[config.mk]
export PLATFORM = sky130hd
export DESIGN_NAME = path_carrot_selector
export DESIGN_NICKNAME = d
export VERILOG_FILES = /design/src/rtl/pcs_pkg.sv /design/src/rtl/pcs_isqrt.sv /design/src/rtl/path_carrot_selector.sv
export VERILOG_INCLUDE_DIRS = /design/src /design/src/rtl
export SDC_FILE = /design/constraint.sdc
export NUM_CORES = 2
export LEC_CHECK = 0
export BUFFER_PORTS_ARGS = -buffer_cell sky130_fd_sc_hd__buf_2
export CORE_ASPECT_RATIO = 0.5
export CORE_UTILIZATION = 30
export CTS_CLUSTER_DIAMETER = 80
export CTS_CLUSTER_SIZE = 20
export DETAILED_ROUTE_END_ITERATION = 7
export PLACE_DENSITY_LB_ADDON = 0.05
export SETUP_SLACK_MARGIN = 0.1
export SLEW_MARGIN = 25
export SYNTH_ARGS = -nofsm -noshare
export SYNTH_HDL_FRONTEND = slang
export SYNTH_SLANG_ARGS = --single-unit
export TNS_END_PERCENT = 50
[constraint.sdc]
create_clock -name clk -period 13.8 [get_ports clk]
set_clock_uncertainty 0.1 [all_clocks]
set_input_delay 0.69 -clock clk [delete_from_list [all_inputs] [get_ports clk]]
set_output_delay 0.69 -clock clk [all_outputs]
set_load 0.01 [all_outputs]
[src/rtl/path_carrot_selector_assert.svh]
// ---------------------------------------------------------------------------
// Path carrot selector assertion macros
// Concurrent assertion helpers shared by the path carrot selector RTL.
// ---------------------------------------------------------------------------
`ifndef PATH_CARROT_SELECTOR_ASSERT_SVH
`define PATH_CARROT_SELECTOR_ASSERT_SVH

`ifndef NO_ASSERTIONS

`define PCS_ASSERT_IMPL(label, clock, resetn, ante, cons) \
    label: assert property (@(posedge clock) disable iff (!resetn) (ante) |-> (cons)) \
        else $error("path carrot selector assertion failed");

`define PCS_ASSERT_NEXT(label, clock, resetn, ante, cons) \
    label: assert property (@(posedge clock) disable iff (!resetn) (ante) |=> (cons)) \
        else $error("path carrot selector assertion failed");

`else

`define PCS_ASSERT_IMPL(label, clock, resetn, ante, cons)

`define PCS_ASSERT_NEXT(label, clock, resetn, ante, cons)

`endif

`endif

[src/rtl/pcs_pkg.sv]
// ---------------------------------------------------------------------------
// Path carrot selector package
// Widths, codes and shared types of the path carrot selector.
// ---------------------------------------------------------------------------
package pcs_pkg;

    localparam int COORD_BITS = 16;
    localparam int CFG_W      = 16;
    localparam int CFG_IDX_W  = 1;
    localparam int DIFF_W     = COORD_BITS + 1;
    localparam int SQ_W       = 2 * COORD_BITS;
    localparam int ROOT_W     = COORD_BITS + 1;
    localparam int RAD_W      = 2 * ROOT_W;
    localparam int MUL_W      = (ROOT_W > CFG_W) ? ROOT_W : CFG_W;
    localparam int PROD_W     = 2 * MUL_W;
    localparam int EXC_W      = ROOT_W + 2;
    localparam int BEND_SHIFT = 15;
    localparam int RUN_W      = 24;
    localparam int CNT_W      = $clog2(ROOT_W);
    localparam int SEEN_W     = 2;
    localparam int CAUSE_W    = 3;

    localparam logic [RUN_W-1:0] RUN_MAX            = {RUN_W{1'b1}};
    localparam logic [CFG_W-1:0] CARROT_DIST_RESET  = CFG_W'(400);
    localparam logic [CFG_W-1:0] BEND_FACTOR_RESET  = CFG_W'(23170);

    typedef enum logic [CFG_IDX_W-1:0] {
        CFG_CARROT_DISTANCE = 1'b0,
        CFG_BEND_FACTOR     = 1'b1
    } cfg_index_t;

    typedef enum logic [CAUSE_W-1:0] {
        CAUSE_EMPTY = 3'd0,
        CAUSE_SHORT = 3'd1,
        CAUSE_DIST  = 3'd2,
        CAUSE_BEND  = 3'd3,
        CAUSE_END   = 3'd4
    } cause_t;

    typedef struct packed {
        logic busy;
        logic done;
    } sqrt_status_t;

endpackage

[src/rtl/pcs_isqrt.sv]
// ---------------------------------------------------------------------------
// Path carrot selector integer square root
// Bit-serial restoring square root, one result bit per clock cycle.
// ---------------------------------------------------------------------------
module pcs_isqrt (
    input  logic                         clk,
    input  logic                         rst_n,
    input  logic                         start,
    input  logic [pcs_pkg::RAD_W-1:0]    radicand,
    output pcs_pkg::sqrt_status_t        status,
    output logic [pcs_pkg::ROOT_W-1:0]   root
);
    import pcs_pkg::*;

    logic [RAD_W-1:0]  rad_reg;
    logic [RAD_W-1:0]  rad_next;
    logic [ROOT_W+1:0] rem_reg;
    logic [ROOT_W+1:0] rem_next;
    logic [ROOT_W-1:0] root_reg;
    logic [ROOT_W-1:0] root_next;
    logic [CNT_W-1:0]  cnt_reg;
    logic [CNT_W-1:0]  cnt_next;
    logic              busy_reg;
    logic              busy_next;
    logic              done_reg;
    logic              done_next;

    logic [ROOT_W+3:0] trial_num;
    logic [ROOT_W+3:0] trial_sub;
    logic [ROOT_W+3:0] trial_diff;
    logic              trial_ge;

    assign trial_num  = {rem_reg, rad_reg[RAD_W-1 -: 2]};
    assign trial_sub  = {2'b00, root_reg, 2'b01};
    assign trial_diff = trial_num - trial_sub;
    assign trial_ge   = (trial_num >= trial_sub);

    always_comb
    begin
        rad_next  = rad_reg;
        rem_next  = rem_reg;
        root_next = root_reg;
        cnt_next  = cnt_reg;
        busy_next = busy_reg;
        done_next = 1'b0;
        if (start)
        begin
            rad_next  = radicand;
            rem_next  = '0;
            root_next = '0;
            cnt_next  = CNT_W'(ROOT_W - 1);
            busy_next = 1'b1;
        end
        else if (busy_reg)
        begin
            rad_next  = {rad_reg[RAD_W-3:0], 2'b00};
            rem_next  = trial_ge ? trial_diff[ROOT_W+1:0] : trial_num[ROOT_W+1:0];
            root_next = {root_reg[ROOT_W-2:0], trial_ge};
            cnt_next  = cnt_reg - CNT_W'(1);
            if (cnt_reg == '0)
            begin
                busy_next = 1'b0;
                done_next = 1'b1;
            end
        end
    end

    always_ff @(posedge clk or negedge rst_n)
    begin
        if (!rst_n)
        begin
            busy_reg <= 1'b0;
            done_reg <= 1'b0;
            cnt_reg  <= '0;
        end
        else
        begin
            busy_reg <= busy_next;
            done_reg <= done_next;
            cnt_reg  <= cnt_next;
        end
    end

    always_ff @(posedge clk)
    begin
        rad_reg  <= rad_next;
        rem_reg  <= rem_next;
        root_reg <= root_next;
    end

    assign status.busy = busy_reg;
    assign status.done = done_reg;
    assign root        = root_reg;

endmodule

[src/rtl/path_carrot_selector.sv]
// ---------------------------------------------------------------------------
// Path carrot selector
// Picks a subtarget on a planned path from a stream of path points.
// ---------------------------------------------------------------------------
// Points enter on the input channel (in_valid, in_stall) one transaction at a
// time; last_point closes a path and empty_marker reports an empty path.
// The selected point leaves on the output channel (out_valid, out_stall) as
// one transaction per closed path. The user writes configuration through
// cfg_we, cfg_index and cfg_data while the block is idle; it is not enforced.
// The first two points of a path need no arithmetic. Each later point uses
// a shared 17 x 17 multiplier and a bit-serial square root that resolves one
// result bit per cycle: one root for the third point, two roots and a bend
// test for every later point until a stop decision is made, one after that.
// The closing transaction loads the output register in a separate emit state.
// in_stall is high while a point is being processed. The output register
// holds a result while out_stall is high, and the block keeps taking points
// meanwhile; only a new result waits for the register to drain.
// Reset clears the path state, empties the output register and sets the
// carrot distance to 400 mm and the bend factor to 23170.
// ---------------------------------------------------------------------------
`include "path_carrot_selector_assert.svh"

module path_carrot_selector (
    input  logic                                  clk,
    input  logic                                  rst_n,
    input  logic                                  cfg_we,
    input  logic [pcs_pkg::CFG_IDX_W-1:0]         cfg_index,
    input  logic [pcs_pkg::CFG_W-1:0]             cfg_data,
    input  logic                                  in_valid,
    output logic                                  in_stall,
    input  logic signed [pcs_pkg::COORD_BITS-1:0] point_x,
    input  logic signed [pcs_pkg::COORD_BITS-1:0] point_y,
    input  logic                                  last_point,
    input  logic                                  empty_marker,
    output logic                                  out_valid,
    input  logic                                  out_stall,
    output logic signed [pcs_pkg::COORD_BITS-1:0] carrot_x,
    output logic signed [pcs_pkg::COORD_BITS-1:0] carrot_y,
    output logic [pcs_pkg::CAUSE_W-1:0]           stop_cause
);
    import pcs_pkg::*;

    typedef enum logic [7:0] {
        ST_IDLE   = 8'b0000_0001,
        ST_SQX    = 8'b0000_0010,
        ST_SQY    = 8'b0000_0100,
        ST_SUM    = 8'b0000_1000,
        ST_ROOT   = 8'b0001_0000,
        ST_BEND   = 8'b0010_0000,
        ST_DECIDE = 8'b0100_0000,
        ST_EMIT   = 8'b1000_0000
    } state_t;

    state_t                  state_reg;

    logic [CFG_W-1:0]        carrot_reg;
    logic [CFG_W-1:0]        bend_reg;

    logic signed [COORD_BITS-1:0] older_x_reg;
    logic signed [COORD_BITS-1:0] older_y_reg;
    logic signed [COORD_BITS-1:0] newer_x_reg;
    logic signed [COORD_BITS-1:0] newer_y_reg;
    logic signed [COORD_BITS-1:0] chosen_x_reg;
    logic signed [COORD_BITS-1:0] chosen_y_reg;
    logic [SEEN_W-1:0]       seen_reg;
    logic [ROOT_W-1:0]       last_seg_reg;
    logic [RUN_W-1:0]        run_reg;
    logic                    choice_reg;
    cause_t                  cause_reg;

    logic signed [COORD_BITS-1:0] pt_x_reg;
    logic signed [COORD_BITS-1:0] pt_y_reg;
    logic                    last_reg;
    logic                    empty_reg;
    logic                    short_reg;
    logic                    pass_reg;
    logic [ROOT_W-1:0]       d1d2_reg;
    logic [ROOT_W-1:0]       d0d2_reg;
    logic [PROD_W-1:0]       sqx_reg;
    logic [PROD_W-1:0]       prod_reg;

    logic                    out_valid_reg;
    logic signed [COORD_BITS-1:0] out_x_reg;
    logic signed [COORD_BITS-1:0] out_y_reg;
    cause_t                  out_cause_reg;

    logic                    in_accept;
    logic                    out_free;
    logic signed [COORD_BITS-1:0] opa_x;
    logic signed [COORD_BITS-1:0] opa_y;
    logic signed [DIFF_W-1:0] dx;
    logic signed [DIFF_W-1:0] dy;
    logic [DIFF_W-1:0]       neg_dx;
    logic [DIFF_W-1:0]       neg_dy;
    logic [COORD_BITS-1:0]   mag_x;
    logic [COORD_BITS-1:0]   mag_y;
    logic [MUL_W-1:0]        mul_a;
    logic [MUL_W-1:0]        mul_b;
    logic [PROD_W-1:0]       prod;
    logic [SQ_W:0]           sq_sum;
    logic                    sqrt_start;
    logic [RAD_W-1:0]        sqrt_radicand;
    sqrt_status_t            sq_status;
    logic [ROOT_W-1:0]       sqrt_root;
    logic signed [EXC_W-1:0] excess;
    logic [EXC_W-1:0]        neg_excess;
    logic [ROOT_W:0]         excess_mag;
    logic [PROD_W-1:0]       bend_lhs;
    logic                    bend_hit;
    logic [RUN_W:0]          run_sum;
    logic [RUN_W-1:0]        run_new;
    logic                    dist_hit;
    logic                    emit_fire;

    assign in_stall   = (state_reg != ST_IDLE);
    assign in_accept  = in_valid && !in_stall;
    assign out_free   = !out_valid_reg || !out_stall;
    assign emit_fire  = (state_reg == ST_EMIT) && out_free;

    assign opa_x  = pass_reg ? older_x_reg : newer_x_reg;
    assign opa_y  = pass_reg ? older_y_reg : newer_y_reg;
    assign dx     = DIFF_W'(pt_x_reg) - DIFF_W'(opa_x);
    assign dy     = DIFF_W'(pt_y_reg) - DIFF_W'(opa_y);
    assign neg_dx = -dx;
    assign neg_dy = -dy;
    assign mag_x  = dx[DIFF_W-1] ? neg_dx[COORD_BITS-1:0] : dx[COORD_BITS-1:0];
    assign mag_y  = dy[DIFF_W-1] ? neg_dy[COORD_BITS-1:0] : dy[COORD_BITS-1:0];

    always_comb
    begin
        case (state_reg)
            ST_SQY:
            begin
                mul_a = MUL_W'(mag_y);
                mul_b = MUL_W'(mag_y);
            end
            ST_BEND:
            begin
                mul_a = MUL_W'(last_seg_reg);
                mul_b = MUL_W'(bend_reg);
            end
            default:
            begin
                mul_a = MUL_W'(mag_x);
                mul_b = MUL_W'(mag_x);
            end
        endcase
    end

    assign prod = mul_a * mul_b;

    assign sq_sum        = {1'b0, sqx_reg[SQ_W-1:0]} + {1'b0, prod_reg[SQ_W-1:0]};
    assign sqrt_radicand = RAD_W'(sq_sum);
    assign sqrt_start    = (state_reg == ST_SUM);

    pcs_isqrt u_isqrt (
        .clk      (clk),
        .rst_n    (rst_n),
        .start    (sqrt_start),
        .radicand (sqrt_radicand),
        .status   (sq_status),
        .root     (sqrt_root)
    );

    assign excess     = EXC_W'(d1d2_reg) + EXC_W'(last_seg_reg) - EXC_W'(d0d2_reg);
    assign neg_excess = -excess;
    assign excess_mag = excess[EXC_W-1] ? neg_excess[ROOT_W:0] : excess[ROOT_W:0];
    assign bend_lhs   = PROD_W'({excess_mag, {BEND_SHIFT{1'b0}}});
    assign bend_hit   = (bend_lhs > prod_reg);

    assign run_sum  = {1'b0, run_reg} + (RUN_W + 1)'(last_seg_reg);
    assign run_new  = run_sum[RUN_W] ? RUN_MAX : run_sum[RUN_W-1:0];
    assign dist_hit = (run_new > RUN_W'(carrot_reg));

    always_ff @(posedge clk or negedge rst_n)
    begin
        if (!rst_n)
        begin
            carrot_reg <= CARROT_DIST_RESET;
            bend_reg   <= BEND_FACTOR_RESET;
        end
        else if (cfg_we)
        begin
            if (cfg_index == CFG_BEND_FACTOR)
            begin
                bend_reg <= cfg_data;
            end
            else
            begin
                carrot_reg <= cfg_data;
            end
        end
    end

    always_ff @(posedge clk or negedge rst_n)
    begin
        if (!rst_n)
        begin
            state_reg     <= ST_IDLE;
            older_x_reg   <= '0;
            older_y_reg   <= '0;
            newer_x_reg   <= '0;
            newer_y_reg   <= '0;
            chosen_x_reg  <= '0;
            chosen_y_reg  <= '0;
            seen_reg      <= '0;
            last_seg_reg  <= '0;
            run_reg       <= '0;
            choice_reg    <= 1'b0;
            cause_reg     <= CAUSE_EMPTY;
            pass_reg      <= 1'b0;
            out_valid_reg <= 1'b0;
        end
        else
        begin
            if (out_valid_reg && !out_stall && !emit_fire)
            begin
                out_valid_reg <= 1'b0;
            end
            case (state_reg)
                ST_IDLE:
                begin
                    pass_reg <= 1'b0;
                    if (in_accept)
                    begin
                        if (empty_marker)
                        begin
                            state_reg <= ST_EMIT;
                        end
                        else if (seen_reg == 2'd0)
                        begin
                            seen_reg  <= 2'd1;
                            state_reg <= last_point ? ST_EMIT : ST_IDLE;
                        end
                        else if (seen_reg == 2'd1)
                        begin
                            newer_x_reg <= point_x;
                            newer_y_reg <= point_y;
                            seen_reg    <= 2'd2;
                            state_reg   <= last_point ? ST_EMIT : ST_IDLE;
                        end
                        else
                        begin
                            state_reg <= ST_SQX;
                        end
                    end
                end
                ST_SQX:
                begin
                    state_reg <= ST_SQY;
                end
                ST_SQY:
                begin
                    state_reg <= ST_SUM;
                end
                ST_SUM:
                begin
                    state_reg <= ST_ROOT;
                end
                ST_ROOT:
                begin
                    if (sq_status.done)
                    begin
                        if (pass_reg)
                        begin
                            state_reg <= ST_BEND;
                        end
                        else if (seen_reg == 2'd3 && !choice_reg)
                        begin
                            pass_reg  <= 1'b1;
                            state_reg <= ST_SQX;
                        end
                        else
                        begin
                            last_seg_reg <= sqrt_root;
                            older_x_reg  <= newer_x_reg;
                            older_y_reg  <= newer_y_reg;
                            newer_x_reg  <= pt_x_reg;
                            newer_y_reg  <= pt_y_reg;
                            seen_reg     <= 2'd3;
                            state_reg    <= last_reg ? ST_EMIT : ST_IDLE;
                        end
                    end
                end
                ST_BEND:
                begin
                    state_reg <= ST_DECIDE;
                end
                ST_DECIDE:
                begin
                    run_reg <= run_new;
                    if (dist_hit)
                    begin
                        choice_reg   <= 1'b1;
                        cause_reg    <= CAUSE_DIST;
                        chosen_x_reg <= newer_x_reg;
                        chosen_y_reg <= newer_y_reg;
                    end
                    else if (bend_hit)
                    begin
                        choice_reg   <= 1'b1;
                        cause_reg    <= CAUSE_BEND;
                        chosen_x_reg <= newer_x_reg;
                        chosen_y_reg <= newer_y_reg;
                    end
                    last_seg_reg <= d1d2_reg;
                    older_x_reg  <= newer_x_reg;
                    older_y_reg  <= newer_y_reg;
                    newer_x_reg  <= pt_x_reg;
                    newer_y_reg  <= pt_y_reg;
                    state_reg    <= last_reg ? ST_EMIT : ST_IDLE;
                end
                ST_EMIT:
                begin
                    if (out_free)
                    begin
                        out_valid_reg <= 1'b1;
                        older_x_reg   <= '0;
                        older_y_reg   <= '0;
                        newer_x_reg   <= '0;
                        newer_y_reg   <= '0;
                        chosen_x_reg  <= '0;
                        chosen_y_reg  <= '0;
                        seen_reg      <= '0;
                        last_seg_reg  <= '0;
                        run_reg       <= '0;
                        choice_reg    <= 1'b0;
                        cause_reg     <= CAUSE_EMPTY;
                        state_reg     <= ST_IDLE;
                    end
                end
                default:
                begin
                    state_reg <= ST_IDLE;
                end
            endcase
        end
    end

    always_ff @(posedge clk)
    begin
        if (in_accept)
        begin
            pt_x_reg  <= point_x;
            pt_y_reg  <= point_y;
            last_reg  <= last_point;
            empty_reg <= empty_marker;
            short_reg <= (seen_reg != 2'd3);
        end
        if (state_reg == ST_SQX)
        begin
            sqx_reg <= prod;
        end
        if (state_reg == ST_SQY || state_reg == ST_BEND)
        begin
            prod_reg <= prod;
        end
        if (state_reg == ST_ROOT && sq_status.done)
        begin
            if (pass_reg)
            begin
                d0d2_reg <= sqrt_root;
            end
            else
            begin
                d1d2_reg <= sqrt_root;
            end
        end
        if (emit_fire)
        begin
            if (empty_reg)
            begin
                out_x_reg     <= '0;
                out_y_reg     <= '0;
                out_cause_reg <= CAUSE_EMPTY;
            end
            else if (short_reg)
            begin
                out_x_reg     <= pt_x_reg;
                out_y_reg     <= pt_y_reg;
                out_cause_reg <= CAUSE_SHORT;
            end
            else if (choice_reg)
            begin
                out_x_reg     <= chosen_x_reg;
                out_y_reg     <= chosen_y_reg;
                out_cause_reg <= cause_reg;
            end
            else
            begin
                out_x_reg     <= pt_x_reg;
                out_y_reg     <= pt_y_reg;
                out_cause_reg <= CAUSE_END;
            end
        end
    end

    assign out_valid  = out_valid_reg;
    assign carrot_x   = out_x_reg;
    assign carrot_y   = out_y_reg;
    assign stop_cause = out_cause_reg;

    // The square root unit only runs while a point is being processed.
    `PCS_ASSERT_IMPL(a_idle_sqrt_quiet, clk, rst_n, state_reg == ST_IDLE, !sq_status.busy)
    `PCS_ASSERT_IMPL(a_sqrt_start_free, clk, rst_n, sqrt_start, !sq_status.busy && !sq_status.done)
    `PCS_ASSERT_IMPL(a_out_from_emit, clk, rst_n, $rose(out_valid_reg), $past(state_reg == ST_EMIT))
    `PCS_ASSERT_IMPL(a_choice_cause, clk, rst_n, choice_reg, cause_reg == CAUSE_DIST || cause_reg == CAUSE_BEND)
    `PCS_ASSERT_IMPL(a_choice_full_window, clk, rst_n, choice_reg, seen_reg == 2'd3)

endmodule

==> flow_summary.json <==
{
  "status": "finished clean",
  "die_h_um": 241,
  "criticalPathCategory": "register to register",
  "crit_top_cell": "fa_1",
  "clockBufferDepth": 3,
  "final_nets": 4204,
  "async_flop_share_pct": 44.3,
  "initial_core_util_pct": 30.3,
  "hpwl_um": 84700,
  "crit_path_end_kind": "register",
  "largest_register_ffs": 34,
  "vias": 26100,
  "io_buffers": 92,
  "cts_inserted_buffers": 29,
  "antenna_found_initial": 2,
  "start_kind": "register",
  "totalWireLength_um": 112000,
  "synth_flop_cell": "edfxtp_1",
  "core-area_mm2": 0.113,
  "cts_setup_buffers": 0,
  "die_w_um": 479,
  "cp.arrival_ps": 12170,
  "drt_first_pass_iters": 7,
  "max_cap_viol_count": 0,
  "grt_max_degree": 83,
  "tightest_slew_ps": 1080,
  "row_count": 87,
  "synth.area.top_cells": "edfxtp_1 (18%), fa_1 (13%), dfrtp_1 (13%), ha_1 (9.6%), nand2_1 (5.5%)",
  "cts_root_buffer": "clkbuf_16",
  "drcViolationCount": 0,
  "yosys.area.top_type": "edfxtp_1",
  "synth.most_common_cell": "nand2_1",
  "syn_area_per_cell_um2": 9.43,
  "slowest_delay_ps": 780,
  "rsz0062_at_grt": "false",
  "fin_tns_setup_ps": 0,
  "final_core_util_pct": 33.1,
  "max_slew_margin_pct": 27.5,
  "max_freq_mhz": 84.3,
  "die-area_mm2": 0.115,
  "finalCriticalPeriod_ps": 11860,
  "clk_pin_slew_ps": 100,
  "area_delta_synth_final_pct": 9.40,
  "hold_violations": 0,
  "grt_use_total_pct": 19.4,
  "synth_cell_type_count": 102,
  "period_share_pct": 85.9,
  "cts_tree": "yes",
  "slowest_stage": "a21boi_2",
  "grt_pass1_vias": 26000,
  "clkLatencyLatePin_ps": 670,
  "ys_ff_latch": 429,
  "report.final.setup_viol": 0,
  "netlist_area_mm2": 0.0341,
  "ant_nets": 0,
  "yosys-top-cells-count": "nand2_1 (502), inv_1 (429), ha_1 (262), fa_1 (229), a21oi_1 (226)",
  "grt_overflow_total": 0,
  "grt_pass1_wl_um": 169000,
  "htreeDepth": 1,
  "cp.required_ps": 14120,
  "wl_per_cell_um": 21.6,
  "path_max_fanout": 18,
  "drive_above_1_share_pct": 7.77,
  "synth_edf_count": 202,
  "synthCells": 3623,
  "hold_class": "primary input to register",
  "cts_sinks": 429,
  "synth_nets": 4170,
  "num_io_pins": 93,
  "seq_area_frac_synth_pct": 33.9,
  "yosys.area.top_type_share_pct": 17.8,
  "routabilityCongestion": 0.873,
  "maxSlewViolCount": 0,
  "drt_iter0_drc": 1763,
  "avgViaCountPerCell": 5.01,
  "yosys_warnings": 0
}
what timing repair did:
item                      4_1_cts  5_1_grt
hold endpoints to repair        1        0
gates resized for setup         0        0
hold buffers                    1        0
cell families after synthesis:
family,count (synthesis),share of synthesized area (%)
and+or+nand+nor,1136,15.5
DFF,429,33.9
muxes,86,2.61
xor gates and xnor gates,152,3.90
adders and majority gates,491,23.0
buffers and inverters,570,6.48
AOI/OAI and AO/OA,759,14.6
stage by stage:
stage                     worst slack, ps  area [um2]  hold slack, ps  cells
after floorplan                      3920       34100             294   3623
after global placement               2240       36400             348   5138
after detailed placement             2070       36400             352   5138
after CTS                            2030       37300            43.8   5193
after global routing                  981       37300            62.6   5194
final                                1940       37400             103   5198
cell usage in the layout (no fill, tap or decap), types with 51 or more instances in the layout:
| cell | count |
|---|---|
| a21o_1 | 55 |
| and2_1 | 94 |
| nor2_1 | 181 |
| o21ai_0 | 144 |
| mux2i_1 | 61 |
| fa_1 | 229 |
| nand3_1 | 136 |
| buf_2 | 91 |
| ha_1 | 262 |
| dfrtp_1 | 178 |
| a31oi_1 | 57 |
| xor2_1 | 51 |
| nand2_1 | 502 |
| xnor2_1 | 101 |
| inv_1 | 427 |
| edfxtp_1 | 202 |
| a21oi_1 | 226 |
routing by layer:
layer  up-vias  global-route usage, %  share of wire (%)  routed length [um]
met3        83                   3.44                5.1                5740
met1     12900                   29.5                 52               58300
met2       519                   28.8                 41               46100
met5         -                  0.123                  0                   0
met4         0                   3.29                1.7                1850
li1      12500                      -                  -                   -
cell type report:
type | count | area [um2]
Sequential cell | 429 | 11600
Multi-Input combinational cell | 2624 | 20500
Inverter | 430 | 1610
Clock inverter | 9 | 125
Antenna cell | 5 | 12.5
Timing Repair Buffer | 143 | 858
Clock buffer | 45 | 796
Tap cell | 1513 | 1890
Fill cell | 11800 | 75400
worst max-delay path: cells and delay by family, from the launching register on:
| family | cells | cell delay [ps] |
|---|---|---|
| adder cells (fa/ha/maj) | 8 | 3750 |
| XOR/XNOR | 2 | 190 |
| multiplexers | 1 | 250 |
| buffers and inverters | 6 | 690 |
| AND/OR/NAND/NOR | 1 | 170 |
| AO/OA/AOI/OAI | 17 | 5690 |
| flip-flops | 1 | 740 |
final timing paths:
| kind | startpoint | to | slack [ps] | depth (start not counted) |
|---|---|---|---|---|
| max | pass_reg | sqx_reg[30] | 1940 | 35 |
| min | point_x[10] | pt_x_reg[10] | 100 | 1 |
| max reg2reg | pass_reg | sqx_reg[30] | 1940 | 35 |
| min reg2reg | older_y_reg[1] | older_y_reg[1] | 370 | 2 |
| max in group asynchronous | rst_n | pass_reg | 11740 | 3 |
| min in group asynchronous | rst_n | last_seg_reg[7] | 620 | 2 |
Power is left out: the tool's default activity adds up to more than one toggle a clock period on the data nets, which glitch-free logic cannot reach.
